File: src/hw/rtl/spq_pkg.sv
// ----------------------------------------------------------------------------
// spq_pkg
// shared codes and control/status types of the sorted priority queue
// ----------------------------------------------------------------------------
package spq_pkg;

   localparam int OCC_W    = 5;
   localparam int STATUS_W = 2;

   // result status codes
   localparam logic [STATUS_W-1:0] ST_INSERTED = 2'd0;
   localparam logic [STATUS_W-1:0] ST_POPPED   = 2'd1;
   localparam logic [STATUS_W-1:0] ST_EMPTY    = 2'd2;
   localparam logic [STATUS_W-1:0] ST_DROPPED  = 2'd3;

   // request kinds
   localparam logic CMD_INSERT = 1'b0;
   localparam logic CMD_POP    = 1'b1;

   // memory read selection
   localparam logic [1:0] RD_NONE = 2'd0;
   localparam logic [1:0] RD_HEAD = 2'd1;
   localparam logic [1:0] RD_TAIL = 2'd2;
   localparam logic [1:0] RD_NEXT = 2'd3;

   // memory write selection
   localparam logic [1:0] WR_NONE  = 2'd0;
   localparam logic [1:0] WR_ITEM  = 2'd1;
   localparam logic [1:0] WR_SHIFT = 2'd2;

   typedef struct packed {
      logic                load;
      logic [1:0]          rd_kind;
      logic [1:0]          wr_kind;
      logic                step;
      logic                ins_commit;
      logic                pop_commit;
      logic                set_res;
      logic [STATUS_W-1:0] res_code;
      logic                emit;
   } spq_cmd_type;

   typedef struct packed {
      logic empty;
      logic full;
      logic prio_ge;
      logic k_is_one;
      logic rsp_busy;
   } spq_stat_type;

endpackage

File: src/hw/rtl/spq_ctrl.sv
// ----------------------------------------------------------------------------
// spq_ctrl
// sequencer for insert scan, pop and result hand-off
// ----------------------------------------------------------------------------
module spq_ctrl
   import spq_pkg::*;
(
   input  logic         clock,
   input  logic         reset,
   input  logic         req_tvalid,
   output logic         req_tready,
   input  logic         req_kind,
   input  spq_stat_type stat,
   output spq_cmd_type  cmd
);

   localparam logic [2:0] S_IDLE  = 3'd0;
   localparam logic [2:0] S_CMP   = 3'd1;
   localparam logic [2:0] S_PLACE = 3'd2;
   localparam logic [2:0] S_POP   = 3'd3;
   localparam logic [2:0] S_DONE  = 3'd4;

   logic [2:0] state_ff;
   logic [2:0] state_in;

   assign req_tready = (state_ff == S_IDLE);

   always_comb begin
      state_in       = state_ff;
      cmd            = '0;
      cmd.rd_kind    = RD_NONE;
      cmd.wr_kind    = WR_NONE;
      cmd.res_code   = ST_INSERTED;
      unique case (state_ff)
         S_IDLE: begin
            if (req_tvalid) begin
               cmd.load = 1'b1;
               if (req_kind == CMD_POP) begin
                  if (stat.empty) begin
                     cmd.set_res  = 1'b1;
                     cmd.res_code = ST_EMPTY;
                     state_in     = S_DONE;
                  end else begin
                     cmd.rd_kind = RD_HEAD;
                     state_in    = S_POP;
                  end
               end else begin
                  if (stat.full) begin
                     cmd.set_res  = 1'b1;
                     cmd.res_code = ST_DROPPED;
                     state_in     = S_DONE;
                  end else if (stat.empty) begin
                     state_in = S_PLACE;
                  end else begin
                     cmd.rd_kind = RD_TAIL;
                     state_in    = S_CMP;
                  end
               end
            end
         end
         S_CMP: begin
            if (stat.prio_ge) begin
               cmd.wr_kind    = WR_ITEM;
               cmd.ins_commit = 1'b1;
               state_in       = S_DONE;
            end else begin
               cmd.wr_kind = WR_SHIFT;
               cmd.step    = 1'b1;
               if (stat.k_is_one) begin
                  state_in = S_PLACE;
               end else begin
                  cmd.rd_kind = RD_NEXT;
               end
            end
         end
         S_PLACE: begin
            cmd.wr_kind    = WR_ITEM;
            cmd.ins_commit = 1'b1;
            state_in       = S_DONE;
         end
         S_POP: begin
            cmd.pop_commit = 1'b1;
            state_in       = S_DONE;
         end
         S_DONE: begin
            if (!stat.rsp_busy) begin
               cmd.emit = 1'b1;
               state_in = S_IDLE;
            end
         end
         default: begin
            state_in = S_IDLE;
         end
      endcase
   end

   always_ff @(posedge clock) begin
      if (reset) begin
         state_ff <= S_IDLE;
      end else begin
         state_ff <= state_in;
      end
   end

endmodule

File: src/hw/rtl/spq_dp.sv
// ----------------------------------------------------------------------------
// spq_dp
// entry memory as a ring in priority order, scan cursor and result registers
// ----------------------------------------------------------------------------
module spq_dp
   import spq_pkg::*;
#(
   parameter int CAPACITY   = 16,
   parameter int DATA_WIDTH = 32,
   parameter int PRIO_WIDTH = 16
) (
   input  logic                  clock,
   input  logic                  reset,
   input  spq_cmd_type           cmd,
   output spq_stat_type          stat,
   input  logic [DATA_WIDTH-1:0] item_data,
   input  logic [PRIO_WIDTH-1:0] item_priority,
   input  logic                  rsp_ready,
   output logic                  rsp_valid,
   output logic [DATA_WIDTH-1:0] out_data,
   output logic [PRIO_WIDTH-1:0] out_priority,
   output logic [STATUS_W-1:0]   status,
   output logic [OCC_W-1:0]      occupancy
);

   localparam int IDX_W   = $clog2(CAPACITY);
   localparam int CNT_W   = $clog2(CAPACITY + 1);
   localparam int ENTRY_W = DATA_WIDTH + PRIO_WIDTH;

   function automatic logic [IDX_W-1:0] phys(input logic [IDX_W-1:0] h,
                                             input logic [CNT_W-1:0] j);
      logic [CNT_W:0] s;
      s = (CNT_W + 1)'(h) + (CNT_W + 1)'(j);
      if (s >= (CNT_W + 1)'(CAPACITY)) begin
         s = s - (CNT_W + 1)'(CAPACITY);
      end
      return s[IDX_W-1:0];
   endfunction

   logic [ENTRY_W-1:0]    mem [CAPACITY];
   logic [ENTRY_W-1:0]    rd_data_ff;
   logic [IDX_W-1:0]      head_ff, head_in;
   logic [CNT_W-1:0]      count_ff, count_in;
   logic [CNT_W-1:0]      k_ff, k_in;
   logic [DATA_WIDTH-1:0] item_data_ff;
   logic [PRIO_WIDTH-1:0] item_prio_ff;
   logic [STATUS_W-1:0]   res_status_ff, res_status_in;
   logic [DATA_WIDTH-1:0] res_data_ff, res_data_in;
   logic [PRIO_WIDTH-1:0] res_prio_ff, res_prio_in;
   logic                  rsp_valid_ff, rsp_valid_in;
   logic [DATA_WIDTH-1:0] rsp_data_ff;
   logic [PRIO_WIDTH-1:0] rsp_prio_ff;
   logic [STATUS_W-1:0]   rsp_status_ff;
   logic [OCC_W-1:0]      rsp_occ_ff;
   logic                  rd_en;
   logic [IDX_W-1:0]      rd_addr;
   logic                  wr_en;
   logic [IDX_W-1:0]      wr_addr;
   logic [ENTRY_W-1:0]    wr_data;
   logic [DATA_WIDTH-1:0] rd_payload;
   logic [PRIO_WIDTH-1:0] rd_prio;

   assign rd_payload = rd_data_ff[DATA_WIDTH-1:0];
   assign rd_prio    = rd_data_ff[ENTRY_W-1:DATA_WIDTH];

   assign stat.empty    = (count_ff == '0);
   assign stat.full     = (count_ff == CNT_W'(CAPACITY));
   assign stat.prio_ge  = ($signed(rd_prio) >= $signed(item_prio_ff));
   assign stat.k_is_one = (k_ff == CNT_W'(1));
   assign stat.rsp_busy = rsp_valid_ff & ~rsp_ready;

   // memory ports
   always_comb begin
      rd_en   = 1'b1;
      rd_addr = head_ff;
      case (cmd.rd_kind)
         RD_HEAD: rd_addr = head_ff;
         RD_TAIL: rd_addr = phys(head_ff, count_ff - CNT_W'(1));
         RD_NEXT: rd_addr = phys(head_ff, k_ff - CNT_W'(2));
         default: rd_en   = 1'b0;
      endcase
      wr_en   = (cmd.wr_kind == WR_ITEM) || (cmd.wr_kind == WR_SHIFT);
      wr_addr = phys(head_ff, k_ff);
      wr_data = (cmd.wr_kind == WR_SHIFT) ? rd_data_ff : {item_prio_ff, item_data_ff};
   end

   always_ff @(posedge clock) begin
      if (wr_en) begin
         mem[wr_addr] <= wr_data;
      end
      if (rd_en) begin
         rd_data_ff <= mem[rd_addr];
      end
   end

   // queue bookkeeping and result
   always_comb begin
      head_in       = head_ff;
      count_in      = count_ff;
      k_in          = k_ff;
      res_status_in = res_status_ff;
      res_data_in   = res_data_ff;
      res_prio_in   = res_prio_ff;
      if (cmd.load) begin
         k_in = count_ff;
      end else if (cmd.step) begin
         k_in = k_ff - CNT_W'(1);
      end
      if (cmd.set_res) begin
         res_status_in = cmd.res_code;
         res_data_in   = '0;
         res_prio_in   = '0;
      end
      if (cmd.ins_commit) begin
         count_in      = count_ff + CNT_W'(1);
         res_status_in = ST_INSERTED;
         res_data_in   = '0;
         res_prio_in   = '0;
      end
      if (cmd.pop_commit) begin
         count_in      = count_ff - CNT_W'(1);
         head_in       = (head_ff == IDX_W'(CAPACITY - 1)) ? '0 : head_ff + IDX_W'(1);
         res_status_in = ST_POPPED;
         res_data_in   = rd_payload;
         res_prio_in   = rd_prio;
      end
      rsp_valid_in = cmd.emit | (rsp_valid_ff & ~rsp_ready);
   end

   always_ff @(posedge clock) begin
      if (reset) begin
         head_ff      <= '0;
         count_ff     <= '0;
         rsp_valid_ff <= 1'b0;
      end else begin
         head_ff      <= head_in;
         count_ff     <= count_in;
         rsp_valid_ff <= rsp_valid_in;
      end
   end

   always_ff @(posedge clock) begin
      k_ff          <= k_in;
      res_status_ff <= res_status_in;
      res_data_ff   <= res_data_in;
      res_prio_ff   <= res_prio_in;
      if (cmd.load) begin
         item_data_ff <= item_data;
         item_prio_ff <= item_priority;
      end
      if (cmd.emit) begin
         rsp_data_ff   <= res_data_ff;
         rsp_prio_ff   <= res_prio_ff;
         rsp_status_ff <= res_status_ff;
         rsp_occ_ff    <= OCC_W'(count_ff);
      end
   end

   assign rsp_valid    = rsp_valid_ff;
   assign out_data     = rsp_data_ff;
   assign out_priority = rsp_prio_ff;
   assign status       = rsp_status_ff;
   assign occupancy    = rsp_occ_ff;

endmodule

File: src/hw/rtl/sorted_priority_queue.sv
// ----------------------------------------------------------------------------
// sorted_priority_queue
// bounded priority queue kept in descending priority order, one result per word
// ----------------------------------------------------------------------------
// Each request word gives exactly one response word. Entries sit in a single
// port-pair memory used as a ring with the head at the highest priority, so a
// pop reads the head entry directly, and a pop on an empty queue or an insert
// into a full queue goes straight to its result. An insert walks from the tail
// toward the head, moving one entry per cycle through the memory's one read
// and one write port, until it meets a stored entry of equal or higher
// priority. Equal priorities leave in arrival order. A new request is taken as
// soon as the previous result sits in the output register.
module sorted_priority_queue
   import spq_pkg::*;
#(
   parameter int CAPACITY   = 16,
   parameter int DATA_WIDTH = 32,
   parameter int PRIO_WIDTH = 16
) (
   input  logic                   clock,
   input  logic                   reset,
   input  logic                   req_tvalid,
   output logic                   req_tready,
   // item_data, item_priority, zero pad
   input  logic [((DATA_WIDTH + PRIO_WIDTH + 7) / 8) * 8 - 1:0] req_tdata,
   // command
   input  logic                   req_tuser,
   output logic                   rsp_tvalid,
   input  logic                   rsp_tready,
   // out_data, out_priority, occupancy, zero pad
   output logic [((DATA_WIDTH + PRIO_WIDTH + OCC_W + 7) / 8) * 8 - 1:0] rsp_tdata,
   // status
   output logic [STATUS_W-1:0]    rsp_tuser
);

   localparam int REQ_TDATA_W = ((DATA_WIDTH + PRIO_WIDTH + 7) / 8) * 8;
   localparam int RSP_TDATA_W = ((DATA_WIDTH + PRIO_WIDTH + OCC_W + 7) / 8) * 8;

   spq_cmd_type           cmd;
   spq_stat_type          stat;
   logic [DATA_WIDTH-1:0] out_data;
   logic [PRIO_WIDTH-1:0] out_priority;
   logic [OCC_W-1:0]      occupancy;

   spq_ctrl u_ctrl (
      .clock      (clock),
      .reset      (reset),
      .req_tvalid (req_tvalid),
      .req_tready (req_tready),
      .req_kind   (req_tuser),
      .stat       (stat),
      .cmd        (cmd)
   );

   spq_dp #(
      .CAPACITY   (CAPACITY),
      .DATA_WIDTH (DATA_WIDTH),
      .PRIO_WIDTH (PRIO_WIDTH)
   ) u_dp (
      .clock         (clock),
      .reset         (reset),
      .cmd           (cmd),
      .stat          (stat),
      .item_data     (req_tdata[DATA_WIDTH-1:0]),
      .item_priority (req_tdata[DATA_WIDTH+PRIO_WIDTH-1:DATA_WIDTH]),
      .rsp_ready     (rsp_tready),
      .rsp_valid     (rsp_tvalid),
      .out_data      (out_data),
      .out_priority  (out_priority),
      .status        (rsp_tuser),
      .occupancy     (occupancy)
   );

   assign rsp_tdata = RSP_TDATA_W'({occupancy, out_priority, out_data});

`ifndef SYNTHESIS
   a_busy_after_accept: assert property (@(posedge clock) disable iff (reset)
      (req_tvalid && req_tready) |=> !req_tready)
      else $error("request accepted while previous word still in work");

   a_no_payload: assert property (@(posedge clock) disable iff (reset)
      (rsp_tvalid && rsp_tuser != ST_POPPED) |-> (out_data == '0 && out_priority == '0))
      else $error("non-pop response carries payload");

   a_empty_occ: assert property (@(posedge clock) disable iff (reset)
      (rsp_tvalid && rsp_tuser == ST_EMPTY) |-> (occupancy == '0))
      else $error("empty pop with nonzero occupancy");

   a_drop_occ: assert property (@(posedge clock) disable iff (reset)
      (rsp_tvalid && rsp_tuser == ST_DROPPED) |-> (occupancy == OCC_W'(CAPACITY)))
      else $error("insert dropped while queue not full");
`endif

endmodule
File: config.mk
export PLATFORM = sky130hd
export DESIGN_NAME = sorted_priority_queue
export DESIGN_NICKNAME = d
export VERILOG_FILES = /design/src/hw/rtl/spq_pkg.sv /design/src/hw/rtl/spq_ctrl.sv /design/src/hw/rtl/spq_dp.sv /design/src/hw/rtl/sorted_priority_queue.sv
export SDC_FILE = /design/constraint.sdc
export NUM_CORES = 1
export LEC_CHECK = 0
export BUFFER_PORTS_ARGS = -buffer_cell sky130_fd_sc_hd__clkbuf_2
export CELL_PAD_IN_SITES_DETAIL_PLACEMENT = 0
export CELL_PAD_IN_SITES_GLOBAL_PLACEMENT = 1
export CORE_MARGIN = 8
export CORE_UTILIZATION = 48
export DETAILED_ROUTE_END_ITERATION = 10
export PLACE_DENSITY = 0.74
export SLEW_MARGIN = 10
export SYNTH_ARGS = -nofsm -noshare
export SYNTH_HDL_FRONTEND = slang
export SYNTH_SLANG_ARGS = --single-unit
File: constraint.sdc
create_clock -name clock -period 4.8 [get_ports clock]
set_input_delay 0.48 -clock clock [delete_from_list [all_inputs] [get_ports clock]]
set_output_delay 0.48 -clock clock [all_outputs]
set_load 0.1 [all_outputs]
# Yosys cells after proc, flatten, opt, wreduce, memory -nomap -nowiden
# Memory sizes are Yosys's and may differ from the RTL's. A register that Yosys moved wholly into a read port is not among the register bits.
# Index checks and enable logic that the tools add are counted.
word_totals:
  register_bits: 171
  elab_cells: 113
  input_bits: 53
  out_inout_bits: 60
  mem_bits_rw: 768
  mem_count: 1
classes:
  bitwise: 3
  mux: 53
  n_addsub: 11
  reduce_logical: 11
  order_cmp: 4
  eq_ne: 15
mem_list:
  columns: ["memory", "depth", "word_bits", "read_ports", "rd_clocked_by_memory_dff", "wr", "line", "rtl"]
  rows:
  - ["u_dp.mem", 16, 48, 1, 1, 1, "spq_dp.sv:40", "logic [ENTRY_W-1:0] mem [CAPACITY];"]
ops:
  columns: ["operator", "count"]
  rows:
  - ["32-bit two-way mux", 3]
  - ["16-bit two-way mux", 3]
  - ["48-bit two-way mux", 1]
  - ["3-bit two-way mux", 13]
  - ["5-bit two-way mux", 4]
  - ["4-bit by 5-bit adder with 6-bit output", 3]
  - ["6-bit by 5-bit >= comparator with 1-bit output, second input constant", 3]
  - ["16-bit >= comparator", 1]
  - ["4-bit two-way mux", 4]
  - ["2-bit two-way mux", 7]
  - ["1-bit two-way mux", 13]
  - ["3-bit one-hot mux with 4 select lines", 1]
  - ["4-bit by 1-bit subtractor with 4-bit output, second input constant", 3]
  - ["5-bit by 1-bit subtractor with 5-bit output, second input constant", 2]
  - ["2-bit one-hot mux with 2 select lines", 2]
  - ["4-bit one-hot mux with 2 select lines", 1]
  - ["2-bit equality test, second input constant", 3]
  - ["3-bit by 2-bit equality test with 1-bit output, second input constant", 2]
  - ["2-bit nonzero test", 3]
  - ["5-bit by 1-bit adder with 5-bit output, second input constant", 1]
  - ["5-bit by 1-bit equality test with 1-bit output, second input constant", 1]
  - ["5-bit equality test, second input constant", 1]
  - ["5-bit zero test", 1]
  - ["5-bit by 2-bit subtractor with 5-bit output, second input constant", 1]
  - ["17 further kinds", 20]

# Longest topological paths before layout
logic_depth:
  ltp_word: 9
  depth_mapped: 22
  depth_no_buf: 18

# By module
# From an unflattened synthesis, not the netlist that was laid out.
hier_totals:
  hier_cells: 2619
  hier_area_um2: 39476.6
modules_own_cells:
  columns: ["mod", "n_inst", "cells_per_inst", "area_each_um2"]
  rows:
  - ["spq_dp", 1, 2571, 39086.2]
  - ["spq_ctrl", 1, 44, 364.1]
  - ["sorted_priority_queue", 1, 4, 26.3]

# Worst setup path after synthesis
# Ideal clock, no wire load.
synth_timing:
  kind: "register to register"
  start: "register u_ctrl.state_ff[0]"
  end: "register u_dp.rd_data_ff[0], read port of u_dp.mem, enable pin"
  arrival_time_ns: 5.638
  path_slack_ns: -1.359
  path_buffers: 1
  t_required_ns: 4.279
  setup_time_ns: 0.521
  stages_incl_launch_ff: 5
  path_cell_list: "dfxtp_1 > nor3_2 > nand2_1 > clkbuf_1 > o21ai_0"
synth_via:
  elab_chain_len: 5
synth_rtl:
  columns: ["element", "line", "rtl"]
  rows:
  - ["start: declaration", "spq_ctrl.sv:23", "logic [2:0] state_ff;"]
  - ["start signal: assignment", "spq_ctrl.sv:101", "state_ff <= state_in;"]
  - ["3-bit zero test *", null, null]
  - ["via req_tready", "sorted_priority_queue.sv:23", "output logic req_tready,"]
  - ["2-bit one-hot mux with 2 select lines *", "spq_ctrl.sv:34", "unique case (state_ff)"]
  - ["2-bit by 1-bit equality test with 1-bit output or 2-bit equality test (tied branches)", "spq_dp.sv:76", "case (cmd.rd_kind)"]
  - ["3-bit OR reduction (no line) *", null, null]
  - ["1-bit two-way mux *", "spq_dp.sv:76", null]
  - ["via u_dp.rd_en", "spq_dp.sv:55", "logic rd_en;"]
  - ["end: declaration", "spq_dp.sv:41", "logic [ENTRY_W-1:0] rd_data_ff;"]
# Mark *: on every way through the listed nets, which the timed path passes. The rest lies on a longest branch.
# A chain may end at the register's enable or synchronous reset.

# Worst setup path in the final report
layout_timing:
  start: "register u_dp.rd_data_ff[39], read port of u_dp.mem"
  end: "register u_dp.rd_data_ff[35], read port of u_dp.mem (data pin)"
layout_via:
  elab_chain_len: 6
layout_rtl:
  columns: ["element", "line", "rtl"]
  rows:
  - ["16-bit >= comparator *", "spq_dp.sv:68", "assign stat.prio_ge = ($signed(rd_prio) >= $signed(item_prio_ff));"]
  - ["2-bit two-way mux *", "spq_ctrl.sv:62", "if (stat.prio_ge) begin"]
  - ["2-bit one-hot mux with 2 select lines *", "spq_ctrl.sv:34", null]
  - ["2-bit by 1-bit equality test with 1-bit output or 2-bit equality test (tied branches)", "spq_dp.sv:76", null]
  - ["3-bit OR reduction (no line)", null, null]
  - ["1-bit two-way mux", "spq_dp.sv:76", null]
# Every way passes the cells marked *; elsewhere a longest branch is shown, timed or not.

==> impl_metrics.ini <==
[power_and_ir_drop]
p_leak_nw = 15.8
switching_share_pct = 32.4
p_int_mw = 17.3
ir_worst_vdd_v = 0.000324
p_seq_share_pct = 45.1
comb_power_share_pct = 25.1
p_clk_share_pct = 29.8
power_switching_mw = 8.26
power_density_nw_per_um2 = 547

[global_routing]
antenna_found_initial = 1
grt_pass1_vias = 24021
grt_max_degree = 113
grt_pass1_wl_um = 152000
gr-usage-all-layers_pct = 22.0
overflow = 0

[clock_network]
cts_tree = built
clockBufferDepth = 3
clkLatencyLatePin_ns = 0.68
root_buffer = clkbuf_16
htree_levels = 3
cts_sinks = 987
clk_pin_slew_ns = 0.06
cts_inserted_buffers = 101

[critical_path]
worst_ep_arrival_time_ns = 5.18
critPathKind = reg2reg
timing.rr.end = u_dp.rd_data_ff[35]
critPathLaunchType = flip-flop
critPathRequiredTime_ns = 5.29
reg2reg_depth = 19
endpoint_kind = flip-flop
r2r-start = u_dp.rd_data_ff[39]
r2r_setup_slack_ns = 0.11
path_max_fanout = 15

[die]
core_area_um2 = 81800
die_y_um = 303
io_pins = 113
rows = 105
initial_utilization_pct = 48.3
die_area_um2 = 91800
die_width_um = 303

[synthesis]
ys_top_cells_by_count = edfxtp_1, nand2_1, and3_1
synth-seq-area-share_pct = 74.6
synth_area_leaders = edfxtp_1, a211oi_1, and3_1, nand2_1, a21oi_1
ys_seq_elements = 987
syn_avg_cell_area_um2 = 15.1
ys_types = 69
synth.top_cell.area_share_pct = 73.8
async_reset_ff_share_pct = 0
syn_inst = 2625
synth-main-ff-cell = edfxtp_1
synth_top_area_cell = edfxtp_1
synth_edf_count = 972
synth_most_common_cell = edfxtp_1
syn-cell-area_um2 = 39500
ys_warn_count = 0

[finish]
area_growth_pct = 17.9
drive_gt1_share_pct = 17.6
nets = 2901
n_antenna_cell = 0
postLayoutCellArea_um2 = 46600

[timing]
setup_ws_ns = 0.112
worst_slew_pin_slew_ns = 0.972
hold_violations = 0
clock_skew_ns = 0.0344
slew_headroom_pct = 35.2
setup_viol = 0
fmaxAchievable_ghz = 0.213
drv_slew = 0
period_minus_slack_ns = 4.69
finalCritPeriodShare_pct = 97.7
holdWs_ns = 0.155

[route]
routed-via-count = 24229
drc = 0
wl_per_cell_um = 26.5
first_pass_iters = 5
first_iter_violations = 2493
wl_um = 105000
ant_nets = 0
via_per_inst = 6.10

[hold_path]
min_from = rsp_tready
hold_path_class = in2reg
worstHoldPathCells = 3
whs_endpoint = u_dp.rsp_valid

[placed_design]
placed_area_um2 = 42300
dp_hpwl_um = 52900
place_congestion = 0.808
place_ws_ns = -0.101
numPortBuffers = 109

[outcome]
status = finished clean

[job]
timing.max_cap.violations = 0
==> final cells by class <==
cell class	count	area, µm²
Fill cell	6275	35200
Sequential cell	987	29500
Multi-Input combinational cell	1405	9690
Timing Repair Buffer	290	2800
Clock buffer	124	2660
Tap cell	1070	1340
Clock inverter	62	536
Inverter	31	116
==> state kept, by name (all words and copies together) (netlist names), 16 cells and up <==
register,count
u_dp.item_data_ff,32
u_dp.out_data,32
u_dp.res_data_ff,32
u_dp.item_prio_ff,16
u_dp.out_priority,16
u_dp.mem,768
u_dp.res_prio_ff,16
u_dp.rd_data_ff,48
==> power by group through the flow <==
stage	clock, mW	combinational, mW	sequential [mW]
finish	7.59	6.41	11.5
global route	8.06	6.82	11.6
CTS	7.69	6.14	11.5
detailed placement	0	6.06	11.7
global placement	0	5.94	11.7
floorplan	0	2.98	12.6
==> per-stage QoR <==
stage / total power [mW] / instances / util, % / setup TNS [ns]
finish: 25.5 / 3969 / 57.0 / 0
global route: 26.5 / 3969 / 57.0 / -0.0861
CTS: 25.3 / 3951 / 56.2 / 0
detailed placement: 17.7 / 3715 / 51.6 / -0.753
global placement: 17.6 / 3715 / 51.6 / -0.0668
floorplan: 15.6 / 2627 / - / -150.38
==> metal layers <==
layer  up-vias  track usage (%)  wire length (µm)
met3       164             3.82              8260
met1     12315             30.1             43400
met5         -                0                 0
met4         0             7.27              2900
met2      1063             35.8             50600
li1      10687                -                 -
==> critical path: stages, from the launching register on <==
cell	delay (ns)
edfxtp_1	0.41
ha_1	0.33
a21oi_1	0.16
o21ai_1	0.16
o2bb2ai_1	0.25
o311a_1	0.38
nor2_4	0.17
buf_6	0.14
nor2_1	0.05
a21oi_1	0.12
ha_2	0.19
inv_1	0.05
fa_1	0.47
inv_2	0.10
a21oi_4	0.05
a21oi_4	0.51
buf_8	0.30
a211oi_1	0.07
o32ai_1	0.34
a211o_1	0.23
==> cells in the final DEF, fill, tap and decap left out, drive strengths merged, types with 48 or more instances in the layout <==
cell type | netlist | layout
edfxtp | 972 | 972
nand2 | 247 | 247
and3 | 238 | 238
clkbuf | 138 | 237
a211oi | 235 | 235
a21oi | 172 | 172
buf | 66 | 129
nand3 | 54 | 54
and2 | 50 | 50
a21boi | 49 | 49
clkinv | 0 | 49
dlygate4sd3 | 0 | 48
==> cell families (layout without fill, tap and decap cells) <==
group                      after synthesis  in the layout  share of synthesized area [%]
xor gates and xnor gates                22             22                          0.506
DFF                                    987            987                           74.6
adders and majority gates               32             32                           1.05
other                                    1              3                        0.00948
and+or+nand+nor                        665            665                           8.66
AOI/OAI and AO/OA                      648            648                           11.7
muxes                                   35             35                          0.994
buffers and inverters                  235            507                           2.54
==> worst max path at each step <==
stage                        startpoint             endpoint  slack, ns  depth (start not counted)
detailed placement  u_dp.rd_data_ff[39]  u_dp.rd_data_ff[40]      -0.10                         19
global placement    u_dp.rd_data_ff[38]  u_dp.rd_data_ff[40]      -0.03                         19
floorplan           u_dp.rd_data_ff[33]       u_dp.mem[0][0]      -0.40                         12
global route        u_dp.rd_data_ff[33]  u_dp.rd_data_ff[46]      -0.03                         20
CTS                 u_dp.rd_data_ff[33]  u_dp.rd_data_ff[44]      0.008                         19
finish              u_dp.rd_data_ff[39]  u_dp.rd_data_ff[35]       0.11                         19
==> timing repair <==
action / in CTS / in global routing
gates resized for setup: 4 / 73
hold endpoints to repair: 48 / 0
hold buffers: 48 / 0
setup buffers: 2 / 10
setup endpoints to repair: 38 / 48
cloned: 0 / 8
pin swaps: 0 / 18
Power figures use the tool's default switching activity.
